$ cat src/rtl/pcm_pkg.sv
`default_nettype none
package pcm_pkg;

   // Command codes of an input item
   localparam logic CMD_CAPTURE  = 1'b0;
   localparam logic CMD_OVERFLOW = 1'b1;

   // Measurement phases
   localparam logic [1:0] PHASE_RISE = 2'd0;
   localparam logic [1:0] PHASE_FALL = 2'd1;
   localparam logic [1:0] PHASE_NEXT = 2'd2;

   localparam int unsigned STAMP_W      = 32;
   localparam int unsigned DIV_STEPS    = 32;
   localparam logic [15:0] RELOAD_RESET = 16'hFFFF;
   localparam logic [31:0] DUTY_SCALE   = 32'd1000;

   typedef struct packed {
      logic        cmd;
      logic [15:0] capture_value;
   } req_type;

   typedef struct packed {
      logic [15:0] pulse_width;
      logic [15:0] period_length;
      logic [15:0] duty_permille;
      logic        new_measurement;
   } rsp_type;

   // Queue entry, classified by the front end
   typedef struct packed {
      logic        is_tick;
      logic [15:0] capture_value;
   } entry_type;

   typedef struct packed {
      logic        start;
      logic [31:0] dividend;
      logic [31:0] divisor;
   } div_req_type;

   typedef struct packed {
      logic        done;
      logic [31:0] quotient;
   } div_rsp_type;

endpackage
`default_nettype wire

$ cat src/rtl/pcm_front.sv
`default_nettype none
module pcm_front #(
   parameter int unsigned DEPTH = 2
) (
   input  wire                 clock,
   input  wire                 reset,
   input  wire                 req_valid,
   output logic                req_ready,
   input  pcm_pkg::req_type    req_data,
   output logic                entry_valid,
   input  wire                 entry_pop,
   output pcm_pkg::entry_type  entry_data
);
   import pcm_pkg::*;

   localparam int unsigned IDX_W = (DEPTH > 1) ? $clog2(DEPTH) : 1;
   localparam int unsigned CNT_W = $clog2(DEPTH + 1);

   entry_type         queue_ff [DEPTH];
   logic [IDX_W-1:0]  wr_ptr_ff, wr_ptr_in;
   logic [IDX_W-1:0]  rd_ptr_ff, rd_ptr_in;
   logic [CNT_W-1:0]  count_ff, count_in;
   logic              push;
   logic              pop;
   entry_type         new_entry;

   assign req_ready   = (count_ff != CNT_W'(DEPTH));
   assign entry_valid = (count_ff != '0);
   assign entry_data  = queue_ff[rd_ptr_ff];
   assign push        = req_valid && req_ready;
   assign pop         = entry_pop && entry_valid;

   // classify: overflow tick or edge capture
   always_comb begin
      new_entry.is_tick       = (req_data.cmd == CMD_OVERFLOW);
      new_entry.capture_value = req_data.capture_value;
   end

   always_comb begin
      wr_ptr_in = wr_ptr_ff;
      rd_ptr_in = rd_ptr_ff;
      count_in  = count_ff;
      if (push) begin
         wr_ptr_in = (wr_ptr_ff == IDX_W'(DEPTH - 1)) ? '0 : wr_ptr_ff + 1'b1;
      end
      if (pop) begin
         rd_ptr_in = (rd_ptr_ff == IDX_W'(DEPTH - 1)) ? '0 : rd_ptr_ff + 1'b1;
      end
      if (push && !pop) begin
         count_in = count_ff + 1'b1;
      end else if (pop && !push) begin
         count_in = count_ff - 1'b1;
      end
   end

   always_ff @(posedge clock) begin
      if (reset) begin
         wr_ptr_ff <= '0;
         rd_ptr_ff <= '0;
         count_ff  <= '0;
      end else begin
         wr_ptr_ff <= wr_ptr_in;
         rd_ptr_ff <= rd_ptr_in;
         count_ff  <= count_in;
      end
   end

   always_ff @(posedge clock) begin
      if (push) begin
         queue_ff[wr_ptr_ff] <= new_entry;
      end
   end

`ifndef NO_ASSERTIONS
   a_count_bound: assert property (@(posedge clock) disable iff (reset)
      count_ff <= CNT_W'(DEPTH))
      else $error("queue count beyond depth");
   a_push_only: assert property (@(posedge clock) disable iff (reset)
      push && !pop |=> count_ff == $past(count_ff) + 1'b1)
      else $error("queue count did not advance on push");
   a_ptr_gap: assert property (@(posedge clock) disable iff (reset)
      count_ff == '0 |-> wr_ptr_ff == rd_ptr_ff)
      else $error("empty queue with pointers apart");
`endif

endmodule
`default_nettype wire

$ cat src/rtl/pcm_divider.sv
`default_nettype none
module pcm_divider (
   input  wire                   clock,
   input  wire                   reset,
   input  pcm_pkg::div_req_type  div_req,
   output pcm_pkg::div_rsp_type  div_rsp
);
   import pcm_pkg::*;

   localparam int unsigned CNT_W = $clog2(DIV_STEPS);

   logic                busy_ff, busy_in;
   logic                done_ff, done_in;
   logic [CNT_W-1:0]    step_ff, step_in;
   logic [STAMP_W-1:0]  rem_ff, rem_in;
   logic [STAMP_W-1:0]  quo_ff, quo_in;
   logic [STAMP_W-1:0]  divisor_ff, divisor_in;
   logic [STAMP_W:0]    shifted;
   logic [STAMP_W:0]    diff;
   logic                fits;

   // one restoring step: shift in the next dividend bit, subtract if it fits
   assign shifted = {rem_ff, quo_ff[STAMP_W-1]};
   assign diff    = shifted - {1'b0, divisor_ff};
   assign fits    = (shifted >= {1'b0, divisor_ff});

   always_comb begin
      busy_in    = busy_ff;
      done_in    = 1'b0;
      step_in    = step_ff;
      rem_in     = rem_ff;
      quo_in     = quo_ff;
      divisor_in = divisor_ff;
      if (div_req.start && !busy_ff) begin
         busy_in    = 1'b1;
         step_in    = CNT_W'(DIV_STEPS - 1);
         rem_in     = '0;
         quo_in     = div_req.dividend;
         divisor_in = div_req.divisor;
      end else if (busy_ff) begin
         rem_in  = fits ? diff[STAMP_W-1:0] : shifted[STAMP_W-1:0];
         quo_in  = {quo_ff[STAMP_W-2:0], fits};
         step_in = step_ff - 1'b1;
         if (step_ff == '0) begin
            busy_in = 1'b0;
            done_in = 1'b1;
         end
      end
   end

   always_ff @(posedge clock) begin
      if (reset) begin
         busy_ff <= 1'b0;
         done_ff <= 1'b0;
         step_ff <= '0;
      end else begin
         busy_ff <= busy_in;
         done_ff <= done_in;
         step_ff <= step_in;
      end
   end

   always_ff @(posedge clock) begin
      rem_ff     <= rem_in;
      quo_ff     <= quo_in;
      divisor_ff <= divisor_in;
   end

   assign div_rsp.done     = done_ff;
   assign div_rsp.quotient = quo_ff;

`ifndef NO_ASSERTIONS
   a_done_after_busy: assert property (@(posedge clock) disable iff (reset)
      done_ff |-> !busy_ff && $past(busy_ff))
      else $error("divider done without a preceding run");
   a_no_restart: assert property (@(posedge clock) disable iff (reset)
      busy_ff && step_ff != '0 |=> busy_ff)
      else $error("divider stopped early");
   a_rem_bound: assert property (@(posedge clock) disable iff (reset)
      busy_ff && divisor_ff != '0 |-> rem_ff < divisor_ff)
      else $error("partial remainder not below divisor");
`endif

endmodule
`default_nettype wire

$ cat src/rtl/pcm_back.sv
`default_nettype none
module pcm_back (
   input  wire                   clock,
   input  wire                   reset,
   input  wire [15:0]            reload_value,
   input  wire                   entry_valid,
   output logic                  entry_pop,
   input  pcm_pkg::entry_type    entry_data,
   output pcm_pkg::div_req_type  div_req,
   input  pcm_pkg::div_rsp_type  div_rsp,
   output logic                  rsp_valid,
   input  wire                   rsp_ready,
   output pcm_pkg::rsp_type      rsp_data
);
   import pcm_pkg::*;

   typedef enum logic [5:0] {
      ST_IDLE  = 6'b000001,
      ST_MUL   = 6'b000010,
      ST_STAMP = 6'b000100,
      ST_DIVST = 6'b001000,
      ST_DIV   = 6'b010000,
      ST_OUT   = 6'b100000
   } state_type;

   state_type           state_ff, state_in;
   logic [1:0]          phase_ff, phase_in;
   logic [STAMP_W-1:0]  rising_ff, rising_in;
   logic [STAMP_W-1:0]  high_ff, high_in;
   logic [STAMP_W-1:0]  period_ff, period_in;
   logic [15:0]         duty_ff, duty_in;
   logic [STAMP_W-1:0]  ovf_ff, ovf_in;
   logic [15:0]         cap_ff, cap_in;
   logic [STAMP_W-1:0]  prod_ff, prod_in;
   logic [STAMP_W-1:0]  scaled_ff, scaled_in;
   logic                fresh_ff, fresh_in;
   logic                rsp_valid_ff, rsp_valid_in;
   rsp_type             rsp_ff, rsp_in;
   logic [STAMP_W-1:0]  span;
   logic [STAMP_W-1:0]  stamp;
   logic [STAMP_W-1:0]  delta;

   assign span  = {16'b0, reload_value} + 32'd1;
   assign stamp = {16'b0, cap_ff} + prod_ff;
   assign delta = stamp - rising_ff;

   always_comb begin
      state_in     = state_ff;
      phase_in     = phase_ff;
      rising_in    = rising_ff;
      high_in      = high_ff;
      period_in    = period_ff;
      duty_in      = duty_ff;
      ovf_in       = ovf_ff;
      cap_in       = cap_ff;
      prod_in      = ovf_ff * span;
      scaled_in    = high_ff * DUTY_SCALE;
      fresh_in     = fresh_ff;
      rsp_valid_in = rsp_valid_ff && !rsp_ready;
      rsp_in       = rsp_ff;
      entry_pop    = 1'b0;
      div_req.start    = 1'b0;
      div_req.dividend = scaled_ff;
      div_req.divisor  = period_ff;

      unique case (state_ff)
         ST_IDLE: begin
            if (entry_valid) begin
               entry_pop = 1'b1;
               fresh_in  = 1'b0;
               cap_in    = entry_data.capture_value;
               if (entry_data.is_tick) begin
                  ovf_in   = ovf_ff + 1'b1;
                  state_in = ST_OUT;
               end else begin
                  state_in = ST_MUL;
               end
            end
         end
         ST_MUL: begin
            // prod_ff now holds overflow_count * (reload + 1)
            state_in = ST_STAMP;
         end
         ST_STAMP: begin
            state_in = ST_OUT;
            unique case (phase_ff)
               PHASE_FALL: begin
                  high_in  = delta;
                  phase_in = PHASE_NEXT;
               end
               PHASE_NEXT: begin
                  period_in = delta;
                  phase_in  = PHASE_RISE;
                  ovf_in    = '0;
                  if (delta != '0) begin
                     state_in = ST_DIVST;
                  end
               end
               default: begin
                  rising_in = stamp;
                  phase_in  = PHASE_FALL;
               end
            endcase
         end
         ST_DIVST: begin
            div_req.start = 1'b1;
            state_in      = ST_DIV;
         end
         ST_DIV: begin
            if (div_rsp.done) begin
               duty_in  = div_rsp.quotient[15:0];
               fresh_in = 1'b1;
               state_in = ST_OUT;
            end
         end
         ST_OUT: begin
            if (!rsp_valid_ff || rsp_ready) begin
               rsp_valid_in           = 1'b1;
               rsp_in.pulse_width     = high_ff[15:0];
               rsp_in.period_length   = period_ff[15:0];
               rsp_in.duty_permille   = duty_ff;
               rsp_in.new_measurement = fresh_ff;
               state_in               = ST_IDLE;
            end
         end
         default: begin
            state_in = ST_IDLE;
         end
      endcase
   end

   always_ff @(posedge clock) begin
      if (reset) begin
         state_ff     <= ST_IDLE;
         phase_ff     <= PHASE_RISE;
         rising_ff    <= '0;
         high_ff      <= '0;
         period_ff    <= '0;
         duty_ff      <= '0;
         ovf_ff       <= '0;
         fresh_ff     <= 1'b0;
         rsp_valid_ff <= 1'b0;
      end else begin
         state_ff     <= state_in;
         phase_ff     <= phase_in;
         rising_ff    <= rising_in;
         high_ff      <= high_in;
         period_ff    <= period_in;
         duty_ff      <= duty_in;
         ovf_ff       <= ovf_in;
         fresh_ff     <= fresh_in;
         rsp_valid_ff <= rsp_valid_in;
      end
   end

   always_ff @(posedge clock) begin
      cap_ff    <= cap_in;
      prod_ff   <= prod_in;
      scaled_ff <= scaled_in;
      rsp_ff    <= rsp_in;
   end

   assign rsp_valid = rsp_valid_ff;
   assign rsp_data  = rsp_ff;

`ifndef NO_ASSERTIONS
   a_onehot: assert property (@(posedge clock) disable iff (reset)
      $onehot(state_ff))
      else $error("back-end state not one-hot");
   a_phase_code: assert property (@(posedge clock) disable iff (reset)
      phase_ff != 2'd3)
      else $error("unused phase code reached");
   a_div_window: assert property (@(posedge clock) disable iff (reset)
      div_rsp.done |-> state_ff == ST_DIV)
      else $error("divider result outside the wait state");
   a_fresh_period: assert property (@(posedge clock) disable iff (reset)
      rsp_valid_in && !rsp_valid_ff && rsp_in.new_measurement |-> period_ff != '0)
      else $error("new measurement flagged with zero period");
`endif

endmodule
`default_nettype wire

$ cat src/rtl/pwm_input_capture_meter.sv
`default_nettype none
// Channel   Ports                                Payload
// req       req_valid, req_ready, req_data       cmd, capture_value
// rsp       rsp_valid, rsp_ready, rsp_data       pulse_width, period_length,
//                                                duty_permille, new_measurement
// csr       csr_valid, csr_ready, csr_data       reload_value (16 bits)
//
// Back end: an overflow tick goes straight to the output state; an edge capture
// passes through the multiply and stamp states, and the capture that closes a
// nonzero period also runs the 32-step restoring divider that forms the duty in
// permille.
// Reset: synchronous, active high; clears phase, stamps, counts and the queue,
// and sets reload_value to 65535.
// Stalls: the input queue keeps taking transfers while a result waits in the
// output register; req_ready drops only when the queue is full.
module pwm_input_capture_meter #(
   parameter int unsigned QUEUE_DEPTH = 2
) (
   input  wire               clock,
   input  wire               reset,
   input  wire               req_valid,
   output logic              req_ready,
   input  pcm_pkg::req_type  req_data,
   output logic              rsp_valid,
   input  wire               rsp_ready,
   output pcm_pkg::rsp_type  rsp_data,
   input  wire               csr_valid,
   output logic              csr_ready,
   input  wire [15:0]        csr_data
);
   import pcm_pkg::*;

   logic [15:0]  reload_ff, reload_in;
   logic         entry_valid;
   logic         entry_pop;
   entry_type    entry_data;
   div_req_type  div_req;
   div_rsp_type  div_rsp;

   // Config transfers always taken, no check: the user must make them arrive only while idle.
   assign csr_ready = 1'b1;
   assign reload_in = (csr_valid && csr_ready) ? csr_data : reload_ff;

   always_ff @(posedge clock) begin
      if (reset) begin
         reload_ff <= RELOAD_RESET;
      end else begin
         reload_ff <= reload_in;
      end
   end

   // Front end: accept and classify items into a short queue.
   pcm_front #(
      .DEPTH (QUEUE_DEPTH)
   ) u_front (
      .clock       (clock),
      .reset       (reset),
      .req_valid   (req_valid),
      .req_ready   (req_ready),
      .req_data    (req_data),
      .entry_valid (entry_valid),
      .entry_pop   (entry_pop),
      .entry_data  (entry_data)
   );

   // Back end: extend the stamp, advance the phase, hold the result.
   pcm_back u_back (
      .clock        (clock),
      .reset        (reset),
      .reload_value (reload_ff),
      .entry_valid  (entry_valid),
      .entry_pop    (entry_pop),
      .entry_data   (entry_data),
      .div_req      (div_req),
      .div_rsp      (div_rsp),
      .rsp_valid    (rsp_valid),
      .rsp_ready    (rsp_ready),
      .rsp_data     (rsp_data)
   );

   // Iterative divider for the duty cycle.
   pcm_divider u_divider (
      .clock   (clock),
      .reset   (reset),
      .div_req (div_req),
      .div_rsp (div_rsp)
   );

endmodule
`default_nettype wire
$ cat config.mk
export PLATFORM = sky130hd
export DESIGN_NAME = pwm_input_capture_meter
export DESIGN_NICKNAME = d
export VERILOG_FILES = /design/src/rtl/pcm_pkg.sv /design/src/rtl/pcm_front.sv /design/src/rtl/pcm_divider.sv /design/src/rtl/pcm_back.sv /design/src/rtl/pwm_input_capture_meter.sv
export SDC_FILE = /design/constraint.sdc
export NUM_CORES = 2
export LEC_CHECK = 0
export ABC_AREA = 1
export BUFFER_PORTS_ARGS = -buffer_cell sky130_fd_sc_hd__buf_2
export CAP_MARGIN = 20
export CORE_UTILIZATION = 40
export CTS_CLUSTER_SIZE = 24
export DETAILED_ROUTE_END_ITERATION = 7
export HOLD_SLACK_MARGIN = 0.12
export PLACE_DENSITY_LB_ADDON = 0.08
export SLEW_MARGIN = 0
export SYNTH_ARGS = -nofsm -noshare
export SYNTH_HDL_FRONTEND = slang
export SYNTH_HIERARCHICAL = 1
export SYNTH_SLANG_ARGS = --single-unit
export TNS_END_PERCENT = 50
$ cat constraint.sdc
create_clock -name clock -period 17.47 [get_ports clock]
set_input_delay 2.6205 -clock clock [delete_from_list [all_inputs] [get_ports clock]]
set_output_delay 2.6205 -clock clock [all_outputs]
set_load 0.02 [all_outputs]
==> impl_metrics.toml <==
[outcome]
run_status = "finished, final reports clean"

[floorplanning]
die_w_um = 308
core-area_mm2 = 0.0921
std_cell_rows = 111
dieHeight_um = 308
ioPinCount = 90
initial_core_util_pct = 40.6
die_area_mm2 = 0.0947

[final_layout]
fillers = 9331
syn_to_final_growth_pct = 9.14
layout_commonest_cell = "nand2_1"
seq_area_mm2 = 0.0103
antenna_cells = 0
drive_gt1_share_pct = 6.62
multi_input_area_mm2 = 0.0228
finish.net_count = 5314
final_cell_mix = "nand2_1, inv_1, fa_1, nor2_1, dfxtp_1"

[yosys]
synth_flop_cell = "dfxtp_1"
async_reset_ff_share_pct = 0
synth_top_family_by_area = "adder cells"
syn_inst = 4620
synth_top_area_share_pct = 22.1
synth_compound_area_share_pct = 6.72
yosys.area_share.simple_pct = 21.1
synthMuxAreaShare_pct = 0.612
yosysWarnings = 6
synth_xor_area_share_pct = 3.44
ys_seq_area_share_pct = 27.6
synth_edf_count = 163
synth.largest_area_cell = "fa_1"
synth_fa_ha_area_share_pct = 29.1
yosys-top-cells-area = "fa_1, dfxtp_1, edfxtp_1, nand2_1, inv_1"
ys_ff_latch = 435
synth.distinct_cells = 57
synthesis.area_mm2 = 0.0374
avgSynthCellArea_um2 = 8.10

[job]
maxCapViolations = 0

[sta]
slew_headroom_pct = 28.0
slew_violations = 0
grt_setup_unrepaired = "no"
finalCritPeriodShare_pct = 45.5
fin_skew_ns = 0.0228
finalSetupTns_ns = 0
hold_violations = 0
fmax_mhz = 126
tightest_slew_ns = 1.08
fin_crit_ns = 7.95
setup_viol = 0

[power]
pwr_density_cell_mw_per_mm2 = 107
leakagePower_nw = 20.3
p_total_mw = 4.38
ir_drop_v = 0.0000976

[route]
wl_met1_mm = 43.6
top_layer = "met4"
met2_length_mm = 52.2
drcViolationCount = 0
drt_iter0_drc = 1618
vias = 28992
routed-wl-met3_mm = 3.80
final_antenna_net_count = 0
avgViaCountPerCell = 4.88
wl_per_cell_um = 17.6
dr.pass1.iters = 8
routed_wl_mm = 105

[critical_path]
max_stage_delay_ns = 0.86
slowest_stage = "clkinv_1"
critPathArrivalTime_ns = 8.47
critPathCaptureType = "flop"
cp_common_cell = "fa_1"
crit_buf_inv = 4
path_class = "reg2reg"
startpoint_type = "flop"
cp_max_fo = 18
path_delay_family = "adder cells"
cp.required_ns = 17.99

[place]
gp_congestion = 0.921
port_buffers = 88
place_hpwl_mm = 82.6

[clock_tree]
cts_root_buffer = "clkbuf_16"
post_cts_resized = 0
cts_hold_buf = 0
cts_buffers = 52
worstSkewPairLatency_ns = 0.65
cts_tree = "done"
htree_levels = 2
max-clock-path-buffers = 3
cts_setup_buffers = 0
cts.reportedPaths.clkPinSlew_ns = 0.06
cts.sinks = 435

[global_routing]
track_usage_pct = 22.8
grt_start_max_net_pins = 77
grt_pass1_vias = 30295
grt_pass1_wl_mm = 167
antenna_found_initial = 0
gr-total-overflow = 0

[hold_path]
hold_class = "reg2reg"
[area by class of cell]
class / instances / area share (%)
clock buffer: 66 / 3.47
clock inverter: 32 / 1.06
inverter: 958 / 8.82
multi-input combinational: 3092 / 56.0
sequential: 435 / 25.3
tap: 1243 / 3.81
timing repair buffer: 114 / 1.56
[metrics by stage]
| step | hold slack (ns) | std cells | area, µm² | worst slack (ns) | utilization (%) |
|---|---|---|---|---|---|
| 2_1_floorplan | 0.403 | 4622 | 37400 | 10.93 | - |
| 3_3_place_gp | 0.408 | 5842 | 39000 | 9.75 | 42.3 |
| 3_5_place_dp | 0.410 | 5842 | 39000 | 9.56 | 42.3 |
| 4_1_cts | 0.426 | 5940 | 40800 | 9.54 | 44.3 |
| 5_1_grt | 0.433 | 5940 | 40800 | 8.96 | 44.3 |
| 6_report | 0.421 | 5940 | 40800 | 9.52 | 44.3 |
[layer usage]
layer,global-route usage (%),vias up
met5,0,-
met4,10.1,0
met3,2.61,231
met2,41.2,604
met1,27.1,13838
li1,-,14319
[worst paths after layout]
path	from	endpoint	slack, ns	depth (start not counted)
hold reg to reg	u_back/duty_ff[6]$_SDFFE_PP0P_	u_back/rsp_data[7]$_DFFE_PP_	0.42	0
hold / removal	u_back/duty_ff[6]$_SDFFE_PP0P_	u_back/rsp_data[7]$_DFFE_PP_	0.42	0
setup reg to reg	reload_ff[0]$_SDFFE_PP1P_	u_back/prod_ff[29]$_DFF_P_	9.52	26
setup / recovery	reload_ff[0]$_SDFFE_PP1P_	u_back/prod_ff[29]$_DFF_P_	9.52	26
[sequential cells by signal, summed over array words and instances, names as in the netlist, 2 cells and up, named ones only]
| name | flops |
|---|---|
| u_divider/divisor_ff | 32 |
| u_front/queue_ff | 34 |
| u_back/scaled_ff | 29 |
| u_divider/step_ff | 5 |
| u_front/count_ff | 2 |
| u_back/rsp_data | 49 |
| u_back/state_ff | 6 |
| u_divider/rem_ff | 32 |
| u_divider/quo_ff | 32 |
| u_back/rising_ff | 32 |
| reload_ff | 16 |
| u_back/prod_ff | 32 |
| u_back/phase_ff | 2 |
| u_back/duty_ff | 16 |
| u_back/high_ff | 29 |
| u_back/cap_ff | 16 |
| u_back/ovf_ff | 32 |
| u_back/period_ff | 32 |
[synthesized netlist by cell type (all sizes together), types with 51 or more instances]
library cell / count
a21oi: 193
clkbuf: 101
dfxtp: 272
edfxtp: 163
fa: 413
ha: 210
inv: 942
nand2: 1110
nand3: 181
nor2: 397
nor3: 51
o211ai: 55
o21ai: 152
xnor2: 67
xor2: 80
[kinds of logic (layout without fill, tap and decap cells)]
group	Yosys count	count (layout)
other	2	4
adder cells (fa/ha/maj)	623	623
flip-flops	435	435
multiplexers	17	17
buffers and inverters	1095	1170
AO/OA/AOI/OAI	449	449
XOR/XNOR	147	147
AND/OR/NAND/NOR	1852	1852
[report_power, final]
part	total, mW	switching, mW	internal [mW]
clock network	1.17	0.462	0.711
logic	2.03	1.44	0.588
registers	1.19	0.0547	1.13
total	4.38	1.95	2.43
Note: power is estimated with default switching activity, not from simulation.
